## config.mk

```make
export PLATFORM = sky130hd
export DESIGN_NAME = isosurface_cube_tetra_mesher_flat
export DESIGN_NICKNAME = d
export VERILOG_FILES = /design/src/hw/rtl/ictm_pkg.sv /design/src/hw/rtl/ictm_cube_if.sv /design/src/hw/rtl/ictm_rec_if.sv /design/src/hw/rtl/ictm_cfg_if.sv /design/src/hw/rtl/isosurface_cube_tetra_mesher.sv /design/src/hw/rtl/ictm_div.sv /design/src/flat_wrapper.sv
export SDC_FILE = /design/constraint.sdc
export NUM_CORES = 2
export LEC_CHECK = 0
export BUFFER_PORTS_ARGS = -buffer_cell sky130_fd_sc_hd__buf_4
export CORE_ASPECT_RATIO = 1.75
export CORE_UTILIZATION = 55
export CTS_BUF_LIST = sky130_fd_sc_hd__clkbuf_4 sky130_fd_sc_hd__clkbuf_8 sky130_fd_sc_hd__clkbuf_16
export CTS_CLUSTER_DIAMETER = 200
export DETAILED_ROUTE_END_ITERATION = 8
export PLACE_DENSITY = 0.73
export SETUP_SLACK_MARGIN = 0.15
export SLEW_MARGIN = 10
export SYNTH_ARGS = -nofsm -noshare
export SYNTH_HDL_FRONTEND = slang
export SYNTH_HIERARCHICAL = 1
export SYNTH_SLANG_ARGS = --single-unit
```

## constraint.sdc

```tcl
create_clock -name clk -period 15.4 [get_ports clk]
set_input_delay 2.31 -clock clk [delete_from_list [all_inputs] [get_ports clk]]
set_output_delay 2.31 -clock clk [all_outputs]
set_load 0.05 [all_outputs]
```

## src/hw/rtl/ictm_pkg.sv

```systemverilog
package ictm_pkg;

	localparam int CELL_W = 10;
	localparam int STEP_W = 31;
	localparam int COORD_W = 32;
	localparam int IDX_W = 32;
	localparam int CFG_IDX_W = 3;
	localparam int CFG_DATA_W = 32;
	localparam int SAMPLE_BITS_DEF = 24;
	localparam int FRAC_BITS_DEF = 16;
	localparam int MAX_RESOLUTION = 1024;
	localparam int NUM_TETS = 6;

	typedef logic [2:0] corner_t;

	typedef enum logic [CFG_IDX_W-1:0] {
		REG_ISO_LEVEL = 3'd0,
		REG_ORIGIN_X  = 3'd1,
		REG_ORIGIN_Y  = 3'd2,
		REG_ORIGIN_Z  = 3'd3,
		REG_STEP_X    = 3'd4,
		REG_STEP_Y    = 3'd5,
		REG_STEP_Z    = 3'd6
	} cfg_reg_t;

	// Six tetrahedra around the diagonal from corner 0 to corner 6.
	localparam corner_t TET_TAB [NUM_TETS][4] = '{
		'{3'd0, 3'd1, 3'd2, 3'd6},
		'{3'd0, 3'd2, 3'd3, 3'd6},
		'{3'd0, 3'd3, 3'd7, 3'd6},
		'{3'd0, 3'd7, 3'd4, 3'd6},
		'{3'd0, 3'd4, 3'd5, 3'd6},
		'{3'd0, 3'd5, 3'd1, 3'd6}
	};

	// Corner offsets packed as {z, y, x}.
	localparam logic [2:0] CORNER_OFF [8] = '{
		3'b000, 3'b001, 3'b011, 3'b010, 3'b100, 3'b101, 3'b111, 3'b110
	};

endpackage

```

## src/hw/rtl/ictm_cube_if.sv

```systemverilog
interface ictm_cube_if #(parameter int SAMPLE_BITS = 24);
	logic                          valid;
	logic                          ready;
	logic [9:0]                    cell_i;
	logic [9:0]                    cell_j;
	logic [9:0]                    cell_k;
	logic signed [SAMPLE_BITS-1:0] sample_0;
	logic signed [SAMPLE_BITS-1:0] sample_1;
	logic signed [SAMPLE_BITS-1:0] sample_2;
	logic signed [SAMPLE_BITS-1:0] sample_3;
	logic signed [SAMPLE_BITS-1:0] sample_4;
	logic signed [SAMPLE_BITS-1:0] sample_5;
	logic signed [SAMPLE_BITS-1:0] sample_6;
	logic signed [SAMPLE_BITS-1:0] sample_7;

	modport source (output valid, cell_i, cell_j, cell_k, sample_0, sample_1, sample_2,
		sample_3, sample_4, sample_5, sample_6, sample_7, input ready);
	modport sink (input valid, cell_i, cell_j, cell_k, sample_0, sample_1, sample_2,
		sample_3, sample_4, sample_5, sample_6, sample_7, output ready);
endinterface

```

## src/hw/rtl/ictm_rec_if.sv

```systemverilog
interface ictm_rec_if;
	logic               valid;
	logic               ready;
	logic               rec_kind;
	logic signed [31:0] pos_x;
	logic signed [31:0] pos_y;
	logic signed [31:0] pos_z;
	logic [31:0]        vert_index;
	logic [31:0]        tri_second;
	logic [31:0]        tri_third;
	logic               last;

	modport source (output valid, rec_kind, pos_x, pos_y, pos_z, vert_index, tri_second,
		tri_third, last, input ready);
	modport sink (input valid, rec_kind, pos_x, pos_y, pos_z, vert_index, tri_second,
		tri_third, last, output ready);
endinterface

```

## src/hw/rtl/ictm_cfg_if.sv

```systemverilog
interface ictm_cfg_if;
	logic        valid;
	logic        ready;
	logic [2:0]  index;
	logic [31:0] data;

	modport source (output valid, index, data, input ready);
	modport sink (input valid, index, data, output ready);
endinterface

```

## src/hw/rtl/isosurface_cube_tetra_mesher.sv

```systemverilog
// Isosurface mesher for one grid cube, marching tetrahedra over six tetrahedra.
// The cube channel carries the cell indices and the eight corner samples; one
// beat is one cube. The record channel returns vertex records and triangle
// records, with last set on the final record of a cube. A cube that the surface
// does not cross gives no record. The cfg channel writes the
// iso level, origin and step registers; it is always ready.
// Each vertex starts the shared bit-serial divider in S_DST, waits in S_DWT
// while it forms the edge fraction and takes the quotient, then steps each
// axis through S_M1, S_M2 and S_M3 on the one shared multiplier. The record
// is handed over in S_M3 of the z axis. Triangle records are written in
// S_TOUT, and each tetrahedron is classified in S_TET.
// The block takes one cube at a time; cube ready is high only while it idles.
// Reset clears the sequencer, the vertex counter and the output valid flag, and
// sets the registers to iso level 0, origin 0 and step 1.0.
// If the receiver stalls, the record stays in the output register and the
// sequencer waits before it writes the next record.
module isosurface_cube_tetra_mesher #(
	parameter int SAMPLE_BITS = ictm_pkg::SAMPLE_BITS_DEF,
	parameter int FRAC_BITS = ictm_pkg::FRAC_BITS_DEF
) (
	input logic        clk,
	input logic        arst_n,
	ictm_cube_if.sink  cube,
	ictm_rec_if.source rec,
	ictm_cfg_if.sink   cfg
);
	import ictm_pkg::*;

	localparam int GW = CELL_W + 1 + FRAC_BITS;
	localparam int MB = (FRAC_BITS > CELL_W + 1) ? FRAC_BITS : CELL_W + 1;
	localparam int MW = STEP_W + MB;
	localparam int AW = MW + 1;
	localparam int SW = AW + 2;

	typedef enum logic [7:0] {
		S_IDLE = 8'b0000_0001,
		S_TET  = 8'b0000_0010,
		S_DST  = 8'b0000_0100,
		S_DWT  = 8'b0000_1000,
		S_M1   = 8'b0001_0000,
		S_M2   = 8'b0010_0000,
		S_M3   = 8'b0100_0000,
		S_TOUT = 8'b1000_0000
	} state_t;

	// Vertex hand-over happens at the end of the z axis in S_M3.
	state_t state_q;

	// Configuration registers.
	logic signed [SAMPLE_BITS-1:0] iso_q;
	logic signed [COORD_W-1:0]     origin_q [3];
	logic [STEP_W-1:0]             step_q [3];

	// Cube held during its work.
	logic [CELL_W-1:0]             cell_q [3];
	logic signed [SAMPLE_BITS-1:0] smp_q [8];
	logic [7:0]                    up_q;
	logic [2:0]                    tet_q;
	logic [2:0]                    last_tet_q;

	// Edge list of the current tetrahedron.
	corner_t    ea_q [4];
	corner_t    eb_q [4];
	logic       quad_q;
	logic [1:0] ecnt_q;
	logic       tcnt_q;
	logic [IDX_W-1:0] vix_q [4];
	logic [IDX_W-1:0] vctr_q;

	// Coordinate datapath.
	logic [1:0]                axis_q;
	logic [FRAC_BITS:0]        f_q;
	logic [MW-1:0]             mp_q;
	logic [AW-1:0]             acc_q;
	logic signed [COORD_W-1:0] pos_q [3];

	// Output register.
	logic               out_v_q;
	logic               kind_q;
	logic signed [31:0] px_q, py_q, pz_q;
	logic [31:0]        ia_q, ib_q, ic_q;
	logic               last_q;

	logic                          accept;
	logic                          out_free;
	logic                          out_load;
	logic signed [SAMPLE_BITS-1:0] smp_in [8];
	logic [CELL_W-1:0]             cell_in [3];
	logic [7:0]                    up_d;
	logic [NUM_TETS-1:0]           cross_d;
	logic [2:0]                    last_tet_d;

	logic [3:0]  u;
	logic [2:0]  ucnt;
	corner_t     ea_d [4];
	corner_t     eb_d [4];

	corner_t                       ca, cb;
	logic signed [SAMPLE_BITS:0]   num_s, den_s;
	logic [SAMPLE_BITS:0]          un, ud;
	logic                          div_busy;
	logic [FRAC_BITS:0]            div_quo;

	logic              oa, ob;
	logic [GW-1:0]     g;
	logic [MB-1:0]     mul_b;
	logic [STEP_W-1:0] step_sel;
	logic signed [SW-1:0] sum;
	logic signed [COORD_W-1:0] sat;

	assign accept   = cube.valid && cube.ready;
	assign out_free = !out_v_q || rec.ready;
	// A new record enters the output register at the end of a vertex or on a
	// triangle, whenever the register is free.
	assign out_load = out_free && (((state_q == S_M3) && (axis_q == 2'd2)) ||
		(state_q == S_TOUT));

	assign cube.ready = (state_q == S_IDLE);
	assign cfg.ready  = 1'b1;

	assign smp_in[0] = cube.sample_0;
	assign smp_in[1] = cube.sample_1;
	assign smp_in[2] = cube.sample_2;
	assign smp_in[3] = cube.sample_3;
	assign smp_in[4] = cube.sample_4;
	assign smp_in[5] = cube.sample_5;
	assign smp_in[6] = cube.sample_6;
	assign smp_in[7] = cube.sample_7;

	// Cell indices beyond the grid are clamped to its last cube.
	always_comb begin
		cell_in[0] = cube.cell_i;
		cell_in[1] = cube.cell_j;
		cell_in[2] = cube.cell_k;
		for (int a = 0; a < 3; a++) begin
			if (int'(cell_in[a]) >= MAX_RESOLUTION) begin
				cell_in[a] = CELL_W'(MAX_RESOLUTION - 1);
			end
		end
	end

	// Corner classes and the last tetrahedron that the surface crosses.
	always_comb begin
		logic [3:0] tu;
		for (int c = 0; c < 8; c++) begin
			up_d[c] = smp_in[c] >= iso_q;
		end
		last_tet_d = '0;
		for (int t = 0; t < NUM_TETS; t++) begin
			for (int i = 0; i < 4; i++) begin
				tu[i] = up_d[TET_TAB[t][i]];
			end
			cross_d[t] = (tu != 4'b0000) && (tu != 4'b1111);
			if (cross_d[t]) begin
				last_tet_d = 3'(t);
			end
		end
	end

	// Edge list of the current tetrahedron. With a lone corner, its edges to
	// the other corners fan out from it; with two above, the quad edges pair each
	// upper corner with each lower one.
	always_comb begin
		logic       want;
		logic       found;
		logic [1:0] odd;
		logic [1:0] s;
		logic [1:0] na, nb;
		corner_t    al [2];
		corner_t    bl [2];
		ucnt = '0;
		for (int i = 0; i < 4; i++) begin
			u[i] = up_q[TET_TAB[tet_q][i]];
			ucnt = ucnt + 3'(u[i]);
		end
		want  = (ucnt == 3'd1);
		found = 1'b0;
		odd   = '0;
		for (int i = 0; i < 4; i++) begin
			if (!found && (u[i] == want)) begin
				odd   = 2'(i);
				found = 1'b1;
			end
		end
		for (int i = 0; i < 4; i++) begin
			ea_d[i] = '0;
			eb_d[i] = '0;
		end
		s = '0;
		na = '0;
		nb = '0;
		al[0] = '0;
		al[1] = '0;
		bl[0] = '0;
		bl[1] = '0;
		if (ucnt != 3'd2) begin
			for (int i = 0; i < 4; i++) begin
				if (2'(i) != odd) begin
					ea_d[s] = TET_TAB[tet_q][odd];
					eb_d[s] = TET_TAB[tet_q][i];
					s = s + 1'b1;
				end
			end
		end else begin
			for (int i = 0; i < 4; i++) begin
				if (u[i]) begin
					al[na[0]] = TET_TAB[tet_q][i];
					na = na + 1'b1;
				end else begin
					bl[nb[0]] = TET_TAB[tet_q][i];
					nb = nb + 1'b1;
				end
			end
			ea_d[0] = al[0];
			eb_d[0] = bl[0];
			ea_d[1] = al[0];
			eb_d[1] = bl[1];
			ea_d[2] = al[1];
			eb_d[2] = bl[0];
			ea_d[3] = al[1];
			eb_d[3] = bl[1];
		end
	end

	// Divider operands: magnitudes of (iso - va) and (vb - va).
	assign ca    = ea_q[ecnt_q];
	assign cb    = eb_q[ecnt_q];
	assign num_s = {iso_q[SAMPLE_BITS-1], iso_q} - {smp_q[ca][SAMPLE_BITS-1], smp_q[ca]};
	assign den_s = {smp_q[cb][SAMPLE_BITS-1], smp_q[cb]} -
		{smp_q[ca][SAMPLE_BITS-1], smp_q[ca]};
	assign un    = num_s[SAMPLE_BITS] ? $unsigned(-num_s) : $unsigned(num_s);
	assign ud    = den_s[SAMPLE_BITS] ? $unsigned(-den_s) : $unsigned(den_s);

	ictm_div #(
		.SAMPLE_BITS (SAMPLE_BITS),
		.FRAC_BITS   (FRAC_BITS)
	) u_div (
		.clk    (clk),
		.arst_n (arst_n),
		.start  (state_q == S_DST),
		.num    (un),
		.den    (ud),
		.busy   (div_busy),
		.quo    (div_quo)
	);

	// Grid coordinate on the current axis: corner a plus the fraction toward b.
	always_comb begin
		logic [GW-1:0] base;
		oa   = CORNER_OFF[ca][axis_q];
		ob   = CORNER_OFF[cb][axis_q];
		base = (GW'(cell_q[axis_q]) + GW'(oa)) << FRAC_BITS;
		if (ob && !oa) begin
			g = base + GW'(f_q);
		end else if (oa && !ob) begin
			g = base - GW'(f_q);
		end else begin
			g = base;
		end
	end

	// One multiplier serves the fractional and the integer part in turn.
	assign step_sel = step_q[axis_q];
	assign mul_b    = (state_q == S_M1) ? MB'(g[FRAC_BITS-1:0]) : MB'(g[GW-1:FRAC_BITS]);
	assign sum      = SW'(origin_q[axis_q]) + $signed({2'b00, acc_q}) +
		$signed({3'b000, mp_q});

	// The world coordinate saturates to the signed 32-bit range.
	always_comb begin
		if (sum[SW-1:COORD_W-1] == '0 || sum[SW-1:COORD_W-1] == '1) begin
			sat = sum[COORD_W-1:0];
		end else if (sum[SW-1]) begin
			sat = {1'b1, {(COORD_W-1){1'b0}}};
		end else begin
			sat = {1'b0, {(COORD_W-1){1'b1}}};
		end
	end

	always_ff @(posedge clk or negedge arst_n) begin
		if (!arst_n) begin
			iso_q <= '0;
			for (int a = 0; a < 3; a++) begin
				origin_q[a] <= '0;
				step_q[a]   <= STEP_W'(32'h0001_0000);
			end
		end else if (cfg.valid && cfg.ready) begin
			case (cfg.index)
				REG_ISO_LEVEL: iso_q       <= cfg.data[SAMPLE_BITS-1:0];
				REG_ORIGIN_X:  origin_q[0] <= cfg.data;
				REG_ORIGIN_Y:  origin_q[1] <= cfg.data;
				REG_ORIGIN_Z:  origin_q[2] <= cfg.data;
				REG_STEP_X:    step_q[0]   <= cfg.data[STEP_W-1:0];
				REG_STEP_Y:    step_q[1]   <= cfg.data[STEP_W-1:0];
				REG_STEP_Z:    step_q[2]   <= cfg.data[STEP_W-1:0];
				default: ;
			endcase
		end
	end

	always_ff @(posedge clk or negedge arst_n) begin
		if (!arst_n) begin
			state_q <= S_IDLE;
			out_v_q <= 1'b0;
			vctr_q  <= '0;
			tet_q   <= '0;
			ecnt_q  <= '0;
			tcnt_q  <= 1'b0;
			axis_q  <= '0;
		end else begin
			if (out_load) begin
				out_v_q <= 1'b1;
			end else if (rec.ready) begin
				out_v_q <= 1'b0;
			end
			case (state_q)
				S_IDLE: begin
					if (accept && (cross_d != '0)) begin
						tet_q   <= '0;
						state_q <= S_TET;
					end
				end
				S_TET: begin
					if (u == 4'b0000 || u == 4'b1111) begin
						tet_q <= tet_q + 1'b1;
					end else begin
						ecnt_q  <= '0;
						tcnt_q  <= 1'b0;
						state_q <= S_DST;
					end
				end
				S_DST: state_q <= S_DWT;
				S_DWT: begin
					if (!div_busy) begin
						axis_q  <= '0;
						state_q <= S_M1;
					end
				end
				S_M1: state_q <= S_M2;
				S_M2: state_q <= S_M3;
				S_M3: begin
					if (axis_q != 2'd2) begin
						axis_q  <= axis_q + 1'b1;
						state_q <= S_M1;
					end else if (out_free) begin
						vctr_q  <= vctr_q + 1'b1;
						if (ecnt_q == (quad_q ? 2'd3 : 2'd2)) begin
							state_q <= S_TOUT;
						end else begin
							ecnt_q  <= ecnt_q + 1'b1;
							state_q <= S_DST;
						end
					end
				end
				S_TOUT: begin
					if (out_free) begin
						if (!quad_q || tcnt_q) begin
							if (tet_q == last_tet_q) begin
								state_q <= S_IDLE;
							end else begin
								tet_q   <= tet_q + 1'b1;
								state_q <= S_TET;
							end
						end else begin
							tcnt_q <= 1'b1;
						end
					end
				end
				default: state_q <= S_IDLE;
			endcase
		end
	end

	always_ff @(posedge clk) begin
		if (accept) begin
			cell_q     <= cell_in;
			smp_q      <= smp_in;
			up_q       <= up_d;
			last_tet_q <= last_tet_d;
		end
		if (state_q == S_TET) begin
			ea_q   <= ea_d;
			eb_q   <= eb_d;
			quad_q <= (ucnt == 3'd2);
		end
		if (state_q == S_DWT) begin
			f_q <= div_quo;
		end
		if (state_q == S_M1) begin
			mp_q <= MW'(step_sel) * MW'(mul_b);
		end
		if (state_q == S_M2) begin
			acc_q <= AW'((AW'(mp_q) + (AW'(1) << (FRAC_BITS - 1))) >> FRAC_BITS);
			mp_q  <= MW'(step_sel) * MW'(mul_b);
		end
		if (state_q == S_M3 && axis_q != 2'd2) begin
			pos_q[axis_q] <= sat;
		end
		if (state_q == S_M3 && axis_q == 2'd2 && out_free) begin
			vix_q[ecnt_q] <= vctr_q;
			kind_q <= 1'b0;
			px_q   <= pos_q[0];
			py_q   <= pos_q[1];
			pz_q   <= sat;
			ia_q   <= vctr_q;
			ib_q   <= '0;
			ic_q   <= '0;
			last_q <= 1'b0;
		end
		if (state_q == S_TOUT && out_free) begin
			kind_q <= 1'b1;
			px_q   <= '0;
			py_q   <= '0;
			pz_q   <= '0;
			if (quad_q && tcnt_q) begin
				ia_q <= vix_q[1];
				ib_q <= vix_q[3];
				ic_q <= vix_q[2];
			end else begin
				ia_q <= vix_q[0];
				ib_q <= vix_q[1];
				ic_q <= vix_q[2];
			end
			last_q <= (!quad_q || tcnt_q) && (tet_q == last_tet_q);
		end
	end

	assign rec.valid      = out_v_q;
	assign rec.rec_kind   = kind_q;
	assign rec.pos_x      = px_q;
	assign rec.pos_y      = py_q;
	assign rec.pos_z      = pz_q;
	assign rec.vert_index = ia_q;
	assign rec.tri_second = ib_q;
	assign rec.tri_third  = ic_q;
	assign rec.last       = last_q;

endmodule

```

## src/hw/rtl/ictm_div.sv

```systemverilog
module ictm_div #(
	parameter int SAMPLE_BITS = 24,
	parameter int FRAC_BITS = 16
) (
	input  logic                 clk,
	input  logic                 arst_n,
	input  logic                 start,
	input  logic [SAMPLE_BITS:0] num,
	input  logic [SAMPLE_BITS:0] den,
	output logic                 busy,
	output logic [FRAC_BITS:0]   quo
);
	localparam int NW = SAMPLE_BITS + FRAC_BITS + 2;
	localparam int CW = $clog2(FRAC_BITS + 2);

	logic [SAMPLE_BITS:0]   num_c;
	logic [NW-1:0]          dividend;
	logic [SAMPLE_BITS:0]   rem_q;
	logic [FRAC_BITS:0]     n_q;
	logic [FRAC_BITS:0]     q_q;
	logic [SAMPLE_BITS:0]   den_q;
	logic                   zero_q;
	logic                   busy_q;
	logic [CW-1:0]          cnt_q;
	logic [SAMPLE_BITS+1:0] trial;
	logic [SAMPLE_BITS+1:0] diff;
	logic                   ge;

	// Rounded quotient (num << F + den/2) / den, one bit per cycle.
	assign num_c    = (num > den) ? den : num;
	assign dividend = NW'({num_c, {FRAC_BITS{1'b0}}}) + NW'(den >> 1);
	assign trial    = {rem_q, n_q[FRAC_BITS]};
	assign ge       = trial >= {1'b0, den_q};
	assign diff     = trial - {1'b0, den_q};

	always_ff @(posedge clk or negedge arst_n) begin
		if (!arst_n) begin
			busy_q <= 1'b0;
			cnt_q  <= '0;
		end else if (start) begin
			busy_q <= 1'b1;
			cnt_q  <= CW'(FRAC_BITS + 1);
		end else if (busy_q) begin
			cnt_q <= cnt_q - 1'b1;
			if (cnt_q == CW'(1)) begin
				busy_q <= 1'b0;
			end
		end
	end

	always_ff @(posedge clk) begin
		if (start) begin
			rem_q  <= dividend[NW-1:FRAC_BITS+1];
			n_q    <= dividend[FRAC_BITS:0];
			den_q  <= den;
			zero_q <= (den == '0);
			q_q    <= '0;
		end else if (busy_q) begin
			rem_q <= ge ? diff[SAMPLE_BITS:0] : trial[SAMPLE_BITS:0];
			n_q   <= n_q << 1;
			q_q   <= {q_q[FRAC_BITS-1:0], ge};
		end
	end

	always_comb begin
		if (zero_q) begin
			quo = '0;
		end else if (q_q > (FRAC_BITS+1)'(1) << FRAC_BITS) begin
			quo = (FRAC_BITS+1)'(1) << FRAC_BITS;
		end else begin
			quo = q_q;
		end
	end

	assign busy = busy_q;

endmodule
```

## src/flat_wrapper.sv

```systemverilog
// flat-port wrapper written by rule: the top's interface ports become plain ports
module isosurface_cube_tetra_mesher_flat import ictm_pkg::*;
#(
	parameter int SAMPLE_BITS = ictm_pkg::SAMPLE_BITS_DEF,
	parameter int FRAC_BITS = ictm_pkg::FRAC_BITS_DEF
)
  (clk, arst_n, cube_valid, cube_cell_i, cube_cell_j, cube_cell_k, cube_sample_0, cube_sample_1, cube_sample_2, cube_sample_3, cube_sample_4, cube_sample_5, cube_sample_6, cube_sample_7, cube_ready, rec_valid, rec_rec_kind, rec_pos_x, rec_pos_y, rec_pos_z, rec_vert_index, rec_tri_second, rec_tri_third, rec_last, rec_ready, cfg_valid, cfg_index, cfg_data, cfg_ready);
  ictm_cube_if #(.SAMPLE_BITS(SAMPLE_BITS)) cube_i ();
  ictm_rec_if rec_i ();
  ictm_cfg_if cfg_i ();
  input logic clk;
  input logic arst_n;
  input wire logic [$bits(cube_i.valid)-1:0] cube_valid;
  input wire logic [$bits(cube_i.cell_i)-1:0] cube_cell_i;
  input wire logic [$bits(cube_i.cell_j)-1:0] cube_cell_j;
  input wire logic [$bits(cube_i.cell_k)-1:0] cube_cell_k;
  input wire logic [$bits(cube_i.sample_0)-1:0] cube_sample_0;
  input wire logic [$bits(cube_i.sample_1)-1:0] cube_sample_1;
  input wire logic [$bits(cube_i.sample_2)-1:0] cube_sample_2;
  input wire logic [$bits(cube_i.sample_3)-1:0] cube_sample_3;
  input wire logic [$bits(cube_i.sample_4)-1:0] cube_sample_4;
  input wire logic [$bits(cube_i.sample_5)-1:0] cube_sample_5;
  input wire logic [$bits(cube_i.sample_6)-1:0] cube_sample_6;
  input wire logic [$bits(cube_i.sample_7)-1:0] cube_sample_7;
  output wire logic [$bits(cube_i.ready)-1:0] cube_ready;
  output wire logic [$bits(rec_i.valid)-1:0] rec_valid;
  output wire logic [$bits(rec_i.rec_kind)-1:0] rec_rec_kind;
  output wire logic [$bits(rec_i.pos_x)-1:0] rec_pos_x;
  output wire logic [$bits(rec_i.pos_y)-1:0] rec_pos_y;
  output wire logic [$bits(rec_i.pos_z)-1:0] rec_pos_z;
  output wire logic [$bits(rec_i.vert_index)-1:0] rec_vert_index;
  output wire logic [$bits(rec_i.tri_second)-1:0] rec_tri_second;
  output wire logic [$bits(rec_i.tri_third)-1:0] rec_tri_third;
  output wire logic [$bits(rec_i.last)-1:0] rec_last;
  input wire logic [$bits(rec_i.ready)-1:0] rec_ready;
  input wire logic [$bits(cfg_i.valid)-1:0] cfg_valid;
  input wire logic [$bits(cfg_i.index)-1:0] cfg_index;
  input wire logic [$bits(cfg_i.data)-1:0] cfg_data;
  output wire logic [$bits(cfg_i.ready)-1:0] cfg_ready;
  assign cube_i.valid = cube_valid;
  assign cube_i.cell_i = cube_cell_i;
  assign cube_i.cell_j = cube_cell_j;
  assign cube_i.cell_k = cube_cell_k;
  assign cube_i.sample_0 = cube_sample_0;
  assign cube_i.sample_1 = cube_sample_1;
  assign cube_i.sample_2 = cube_sample_2;
  assign cube_i.sample_3 = cube_sample_3;
  assign cube_i.sample_4 = cube_sample_4;
  assign cube_i.sample_5 = cube_sample_5;
  assign cube_i.sample_6 = cube_sample_6;
  assign cube_i.sample_7 = cube_sample_7;
  assign cube_ready = cube_i.ready;
  assign rec_valid = rec_i.valid;
  assign rec_rec_kind = rec_i.rec_kind;
  assign rec_pos_x = rec_i.pos_x;
  assign rec_pos_y = rec_i.pos_y;
  assign rec_pos_z = rec_i.pos_z;
  assign rec_vert_index = rec_i.vert_index;
  assign rec_tri_second = rec_i.tri_second;
  assign rec_tri_third = rec_i.tri_third;
  assign rec_last = rec_i.last;
  assign rec_i.ready = rec_ready;
  assign cfg_i.valid = cfg_valid;
  assign cfg_i.index = cfg_index;
  assign cfg_i.data = cfg_data;
  assign cfg_ready = cfg_i.ready;
  isosurface_cube_tetra_mesher #(.SAMPLE_BITS(SAMPLE_BITS), .FRAC_BITS(FRAC_BITS)) u_core (.clk(clk), .arst_n(arst_n), .cube(cube_i), .rec(rec_i), .cfg(cfg_i));
endmodule
```

==> flow_summary.html <==
<table>
<tr><th>Metric</th><th>Value</th></tr>
<tr><th colspan="2">CTS</th></tr>
<tr><td>Maximum clock insertion buffer count</td><td>3</td></tr>
<tr><td>TritonCTS clock tree</td><td>done</td></tr>
<tr><td>Resized cells post-CTS</td><td>0</td></tr>
<tr><td>Quantity of hold-fixing buffers added after cts</td><td>0</td></tr>
<tr><td>Clock Latency Late Sink</td><td>roughly 760 ps</td></tr>
<tr><td>Buffers inserted during post-CTS setup optimization</td><td>0</td></tr>
<tr><td>Sinks on Clock Net</td><td>1,093</td></tr>
<tr><td>H-tree depth reported by CTS</td><td>3</td></tr>
<tr><td>Root Buffer</td><td>clkbuf_16</td></tr>
<tr><td>Num CTS Buffers</td><td>97</td></tr>
<tr><td>Clock-pin transition on the worst setup and hold timing paths</td><td>70 ps</td></tr>
<tr><th colspan="2">Worst setup path</th></tr>
<tr><td>CP endpoint kind</td><td>register</td></tr>
<tr><td>Cell seen most often among critical-path stages</td><td>fa_1</td></tr>
<tr><td>Critical Path Source</td><td>u_core/ecnt_q[0]</td></tr>
<tr><td>Slowest Stage Delay on Critical Path</td><td>~990 ps</td></tr>
<tr><td>Max Fanout on Critical Path</td><td>31</td></tr>
<tr><td>Required time at the worst-slack endpoint</td><td>15,890 ps</td></tr>
<tr><td>CP Data Arrival Time</td><td>between 10,000 and 15,000 ps</td></tr>
<tr><td>R2r startpoint</td><td>u_core/ecnt_q[0]</td></tr>
<tr><td>Slowest cell on the critical path</td><td>mux4_4</td></tr>
<tr><td>Startpoint types</td><td>register</td></tr>
<tr><td>Kind of critical path</td><td>register to register</td></tr>
<tr><td>Number of cell instances on the worst register-to-register path</td><td>34</td></tr>
<tr><th colspan="2">Synth</th></tr>
<tr><td>Sequential area share after synthesis</td><td>40.3%</td></tr>
<tr><td>Post-Synthesis Mean Instance Area</td><td>10.8 µm²</td></tr>
<tr><td>Number of nets in the synthesized netlist</td><td>about 8,000</td></tr>
<tr><td>Synthesized cell area</td><td>75,400 µm²</td></tr>
<tr><td>Most used flip-flop cell after synthesis</td><td>edfxtp_1</td></tr>
<tr><td>#FFs+latches synth</td><td>around 1,100</td></tr>
<tr><td>Netlist cell types</td><td>110</td></tr>
<tr><td>Async set-or-reset flop fraction in the synthesized netlist</td><td>24.5%</td></tr>
<tr><td>Post-Syn Instances</td><td>6,978</td></tr>
<tr><td>Number of flops mapped to enable cells by yosys</td><td>711</td></tr>
<tr><td>Synthesis warning total</td><td>6</td></tr>
<tr><th colspan="2">Floorplan</th></tr>
<tr><td>Effective utilization at floorplan</td><td>approximately 55%</td></tr>
<tr><td>Core ar.</td><td>approximately 140,000 µm²</td></tr>
<tr><td>Std cell rows</td><td>179</td></tr>
<tr><td>Overall die area</td><td>approximately 140,000 µm²</td></tr>
<tr><td>Die Ht</td><td>approximately 490 µm</td></tr>
<tr><td>Die width</td><td>between 200 and 300 µm</td></tr>
<tr><td>Ports placed on the boundary</td><td>459</td></tr>
<tr><th colspan="2">Timing</th></tr>
<tr><td>Number of hold-slack violations in the final timing report</td><td>0</td></tr>
<tr><td>Clock period minus final worst setup slack</td><td>between 10,000 and 15,000 ps</td></tr>
<tr><td>Post-route clock period utilization</td><td>~80%</td></tr>
<tr><td>Actual transition at the worst max-transition pin</td><td>1180 ps</td></tr>
<tr><td>Max Fclk</td><td>0.0809 GHz</td></tr>
<tr><td>Finish-stage setup viols</td><td>0</td></tr>
<tr><td>Number of slew-limit violations in the final report</td><td>0</td></tr>
<tr><td>Max-slew headroom</td><td>20.6%</td></tr>
<tr><td>Post-Route Setup TNS</td><td>0 ps</td></tr>
<tr><td>Final Worst Setup Slack</td><td>3040 ps</td></tr>
<tr><td>Setup skew after layout</td><td>85.2 ps</td></tr>
<tr><td>Setup repair after global routing missed its margin</td><td>false</td></tr>
<tr><th colspan="2">Global routing</th></tr>
<tr><td>Total routing usage reported by global routing</td><td>33.7%</td></tr>
<tr><td>Maximum number of pins on one net before global-route repair</td><td>98</td></tr>
<tr><td>Number of global-route vias before repair</td><td>~60,000</td></tr>
<tr><td>Number of antenna violations at the first check in global routing</td><td>21</td></tr>
<tr><td>First-pass GRT wire length</td><td>348 mm</td></tr>
<tr><td>Global route total overflow</td><td>0</td></tr>
<tr><th colspan="2">Hold path</th></tr>
<tr><td>Startpoint of the lowest-slack hold path</td><td>u_core/pos_q[0][28]</td></tr>
<tr><td>Min-Delay Path Class</td><td>register to register</td></tr>
<tr><td>Worst hold stages</td><td>2</td></tr>
<tr><th colspan="2">Routing</th></tr>
<tr><td>Vias</td><td>56,700</td></tr>
<tr><td>Number of design-rule violations left by the first detailed-router iteration</td><td>4,280</td></tr>
<tr><td>Post-DR wirelength/cell</td><td>25.1 µm</td></tr>
<tr><td>Number of vias per cell</td><td>between 6 and 7</td></tr>
<tr><td>Routed Wire Length</td><td>232 mm</td></tr>
<tr><td>ANT nets after route</td><td>0</td></tr>
<tr><td>Pre-Repair DR Iteration Count</td><td>9</td></tr>
<tr><td>Number of remaining DRC errors</td><td>0</td></tr>
<tr><th colspan="2">Flow run</th></tr>
<tr><td>Number of violations of the max-capacitance limit</td><td>0</td></tr>
<tr><th colspan="2">Cells and area</th></tr>
<tr><td>Number of nets in the layout</td><td>8,553</td></tr>
<tr><td>Layout filler cell count</td><td>10,900</td></tr>
<tr><td>Area growth syn-to-layout</td><td>12.0%</td></tr>
<tr><td>Register area</td><td>~30,000 µm²</td></tr>
<tr><td>Footprint of the multi-input gates</td><td>41,800 µm²</td></tr>
<tr><td>Share of post-route cells with drive strength above 1</td><td>16.0%</td></tr>
<tr><th colspan="2">Placement</th></tr>
<tr><td>Worst setup slack after placement</td><td>3090 ps</td></tr>
<tr><td>Detail Placement HPWL</td><td>177 mm</td></tr>
<tr><td>Gpl congestion</td><td>0.995</td></tr>
<tr><td>PortBufs</td><td>457</td></tr>
<tr><th colspan="2">Outcome</th></tr>
<tr><td>Run status</td><td>completed</td></tr>
</table>
## cell usage after synthesis (all sizes together) (16+ instances only)
master,count,area share [%]
mux2,243,3.6
or4,16,0.16
o22ai,20,0.17
buf,99,0.63
xnor2,205,2.4
nand3,171,1.1
mux4,105,3.1
dfxtp,114,3.0
o21bai,22,0.22
and2,102,0.85
o31ai,26,0.30
nand2,936,4.7
a221oi,19,0.22
clkbuf,187,0.93
nor3,86,0.59
nor4,36,0.34
mux2i,175,2.3
o21ai,295,2.0
o211ai,30,0.31
nor2,336,1.7
inv,634,3.2
a31oi,35,0.31
a211oi,27,0.28
dfrtp,264,8.8
xor2,101,1.2
nor2b,93,0.77
and3,90,0.75
nand2b,43,0.36
fa,442,12
a22o,23,0.27
edfxtp,711,28
a21oi,340,2.3
ha,507,8.4
nand4,81,0.68
or3,21,0.18
o21a,36,0.36
a21o,111,1.1
## layout by cell type, fill, tap and decap left out, types with 20 or more instances in the layout
| cell type | Yosys | layout |
|---|---|---|
| a21oi_1 | 336 | 334 |
| dfxtp_1 | 114 | 114 |
| edfxtp_1 | 711 | 711 |
| fa_1 | 442 | 442 |
| o21bai_1 | 22 | 22 |
| dfrtp_1 | 264 | 262 |
| nor2_1 | 335 | 332 |
| o21ai_2 | 2 | 20 |
| a21o_1 | 111 | 111 |
| nor2b_1 | 93 | 92 |
| a211oi_1 | 26 | 26 |
| ha_1 | 507 | 507 |
| and3_1 | 90 | 90 |
| nand2b_1 | 43 | 42 |
| nand4_1 | 80 | 80 |
| nand3_1 | 170 | 169 |
| and2_1 | 102 | 100 |
| inv_1 | 631 | 628 |
| nor4_1 | 34 | 34 |
| xor2_1 | 101 | 101 |
| mux4_2 | 105 | 103 |
| xnor2_1 | 205 | 204 |
| o21ai_1 | 41 | 23 |
| a22o_1 | 23 | 23 |
| or3_1 | 20 | 20 |
| nor3_1 | 83 | 81 |
| clkbuf_16 | 0 | 99 |
| a31oi_1 | 33 | 33 |
| o21a_1 | 36 | 36 |
| mux2_2 | 243 | 243 |
| mux2i_1 | 174 | 173 |
| o31ai_1 | 24 | 24 |
| o211ai_1 | 29 | 29 |
| buf_4 | 11 | 550 |
| nand2_1 | 935 | 934 |
| o21ai_0 | 252 | 251 |
## per-stage QoR
| stage | utilization, % | hold WS (ps) | area [µm²] | std cells |
|---|---|---|---|---|
| 2_1_floorplan | - | 408 | 75400 | 6978 |
| 3_3_place_gp | 59.5 | 411 | 80900 | 9053 |
| 3_5_place_dp | 59.5 | 417 | 80900 | 9053 |
| 4_1_cts | 62.1 | 409 | 84400 | 9237 |
| 5_1_grt | 62.1 | 414 | 84400 | 9238 |
| 6_report | 62.1 | 418 | 84400 | 9240 |
## final timing paths
check                                        end  slack (ps)
hold reg to reg             u_core/rec.pos_x[28]         420
hold / removal              u_core/rec.pos_x[28]         420
setup reg to reg                 u_core/mp_q[45]        3040
min in group asynchronous      u_core/vctr_q[24]        1500
max in group asynchronous  u_core/u_div/cnt_q[4]       12380
setup / recovery                 u_core/mp_q[45]        3040
## state kept, by name (all words and copies together), names as in the netlist, 17 cells and up
| signal | flops |
|---|---|
| u_core/acc_q | 32 |
| u_core/cell_q | 30 |
| u_core/f_q | 17 |
| u_core/iso_q | 24 |
| u_core/mp_q | 47 |
| u_core/origin_q | 96 |
| u_core/pos_q | 64 |
| u_core/rec.pos_x | 32 |
| u_core/rec.pos_y | 32 |
| u_core/rec.pos_z | 32 |
| u_core/rec.tri_second | 32 |
| u_core/rec.tri_third | 32 |
| u_core/rec.vert_index | 32 |
| u_core/smp_q | 192 |
| u_core/step_q | 93 |
| u_core/u_div/den_q | 25 |
| u_core/u_div/n_q | 17 |
| u_core/u_div/q_q | 17 |
| u_core/u_div/rem_q | 25 |
| u_core/vctr_q | 32 |
| u_core/vix_q | 128 |
## layer usage
layer | vias to the layer above | wire, µm | GRT usage [%]
li1 | 25200 | - | -
met1 | 28100 | 77100 | 35.2
met2 | 2396 | 117000 | 58.8
met3 | 909 | 16200 | 6.33
met4 | 32 | 21400 | 26.5
met5 | - | 214 | 0
## logic make-up after synthesis
kind of cell	share of synthesized area, %
adders and majority gates	20.2
xor gates and xnor gates	3.56
and+or+nand+nor	13.0
other	0.00498
buffers and inverters	4.72
DFF	40.3
muxes	9.10
AOI/OAI and AO/OA	9.25
## final cells by class
class | instances | share of cell area (%)
Inverter | 634 | 2.82
Antenna cell | 3 | 0.00889
Timing Repair Buffer | 551 | 4.91
Sequential cell | 1093 | 36.0
Multi-Input combinational cell | 4965 | 49.5
Clock inverter | 71 | 1.05
Clock buffer | 113 | 3.10
Tap cell | 1810 | 2.68
## worst max-delay path: cells and delay by family, from the launching register on
family	cells	cell delay, ps
and+or+nand+nor	8	1570
xor gates and xnor gates	1	150
adders and majority gates	9	4200
DFF	1	730
muxes	1	990
buffers and inverters	3	170
AOI/OAI and AO/OA	12	4240
Power is not shown: default switching activity piles up to over one toggle a cycle in this logic, so the estimate is an artifact.
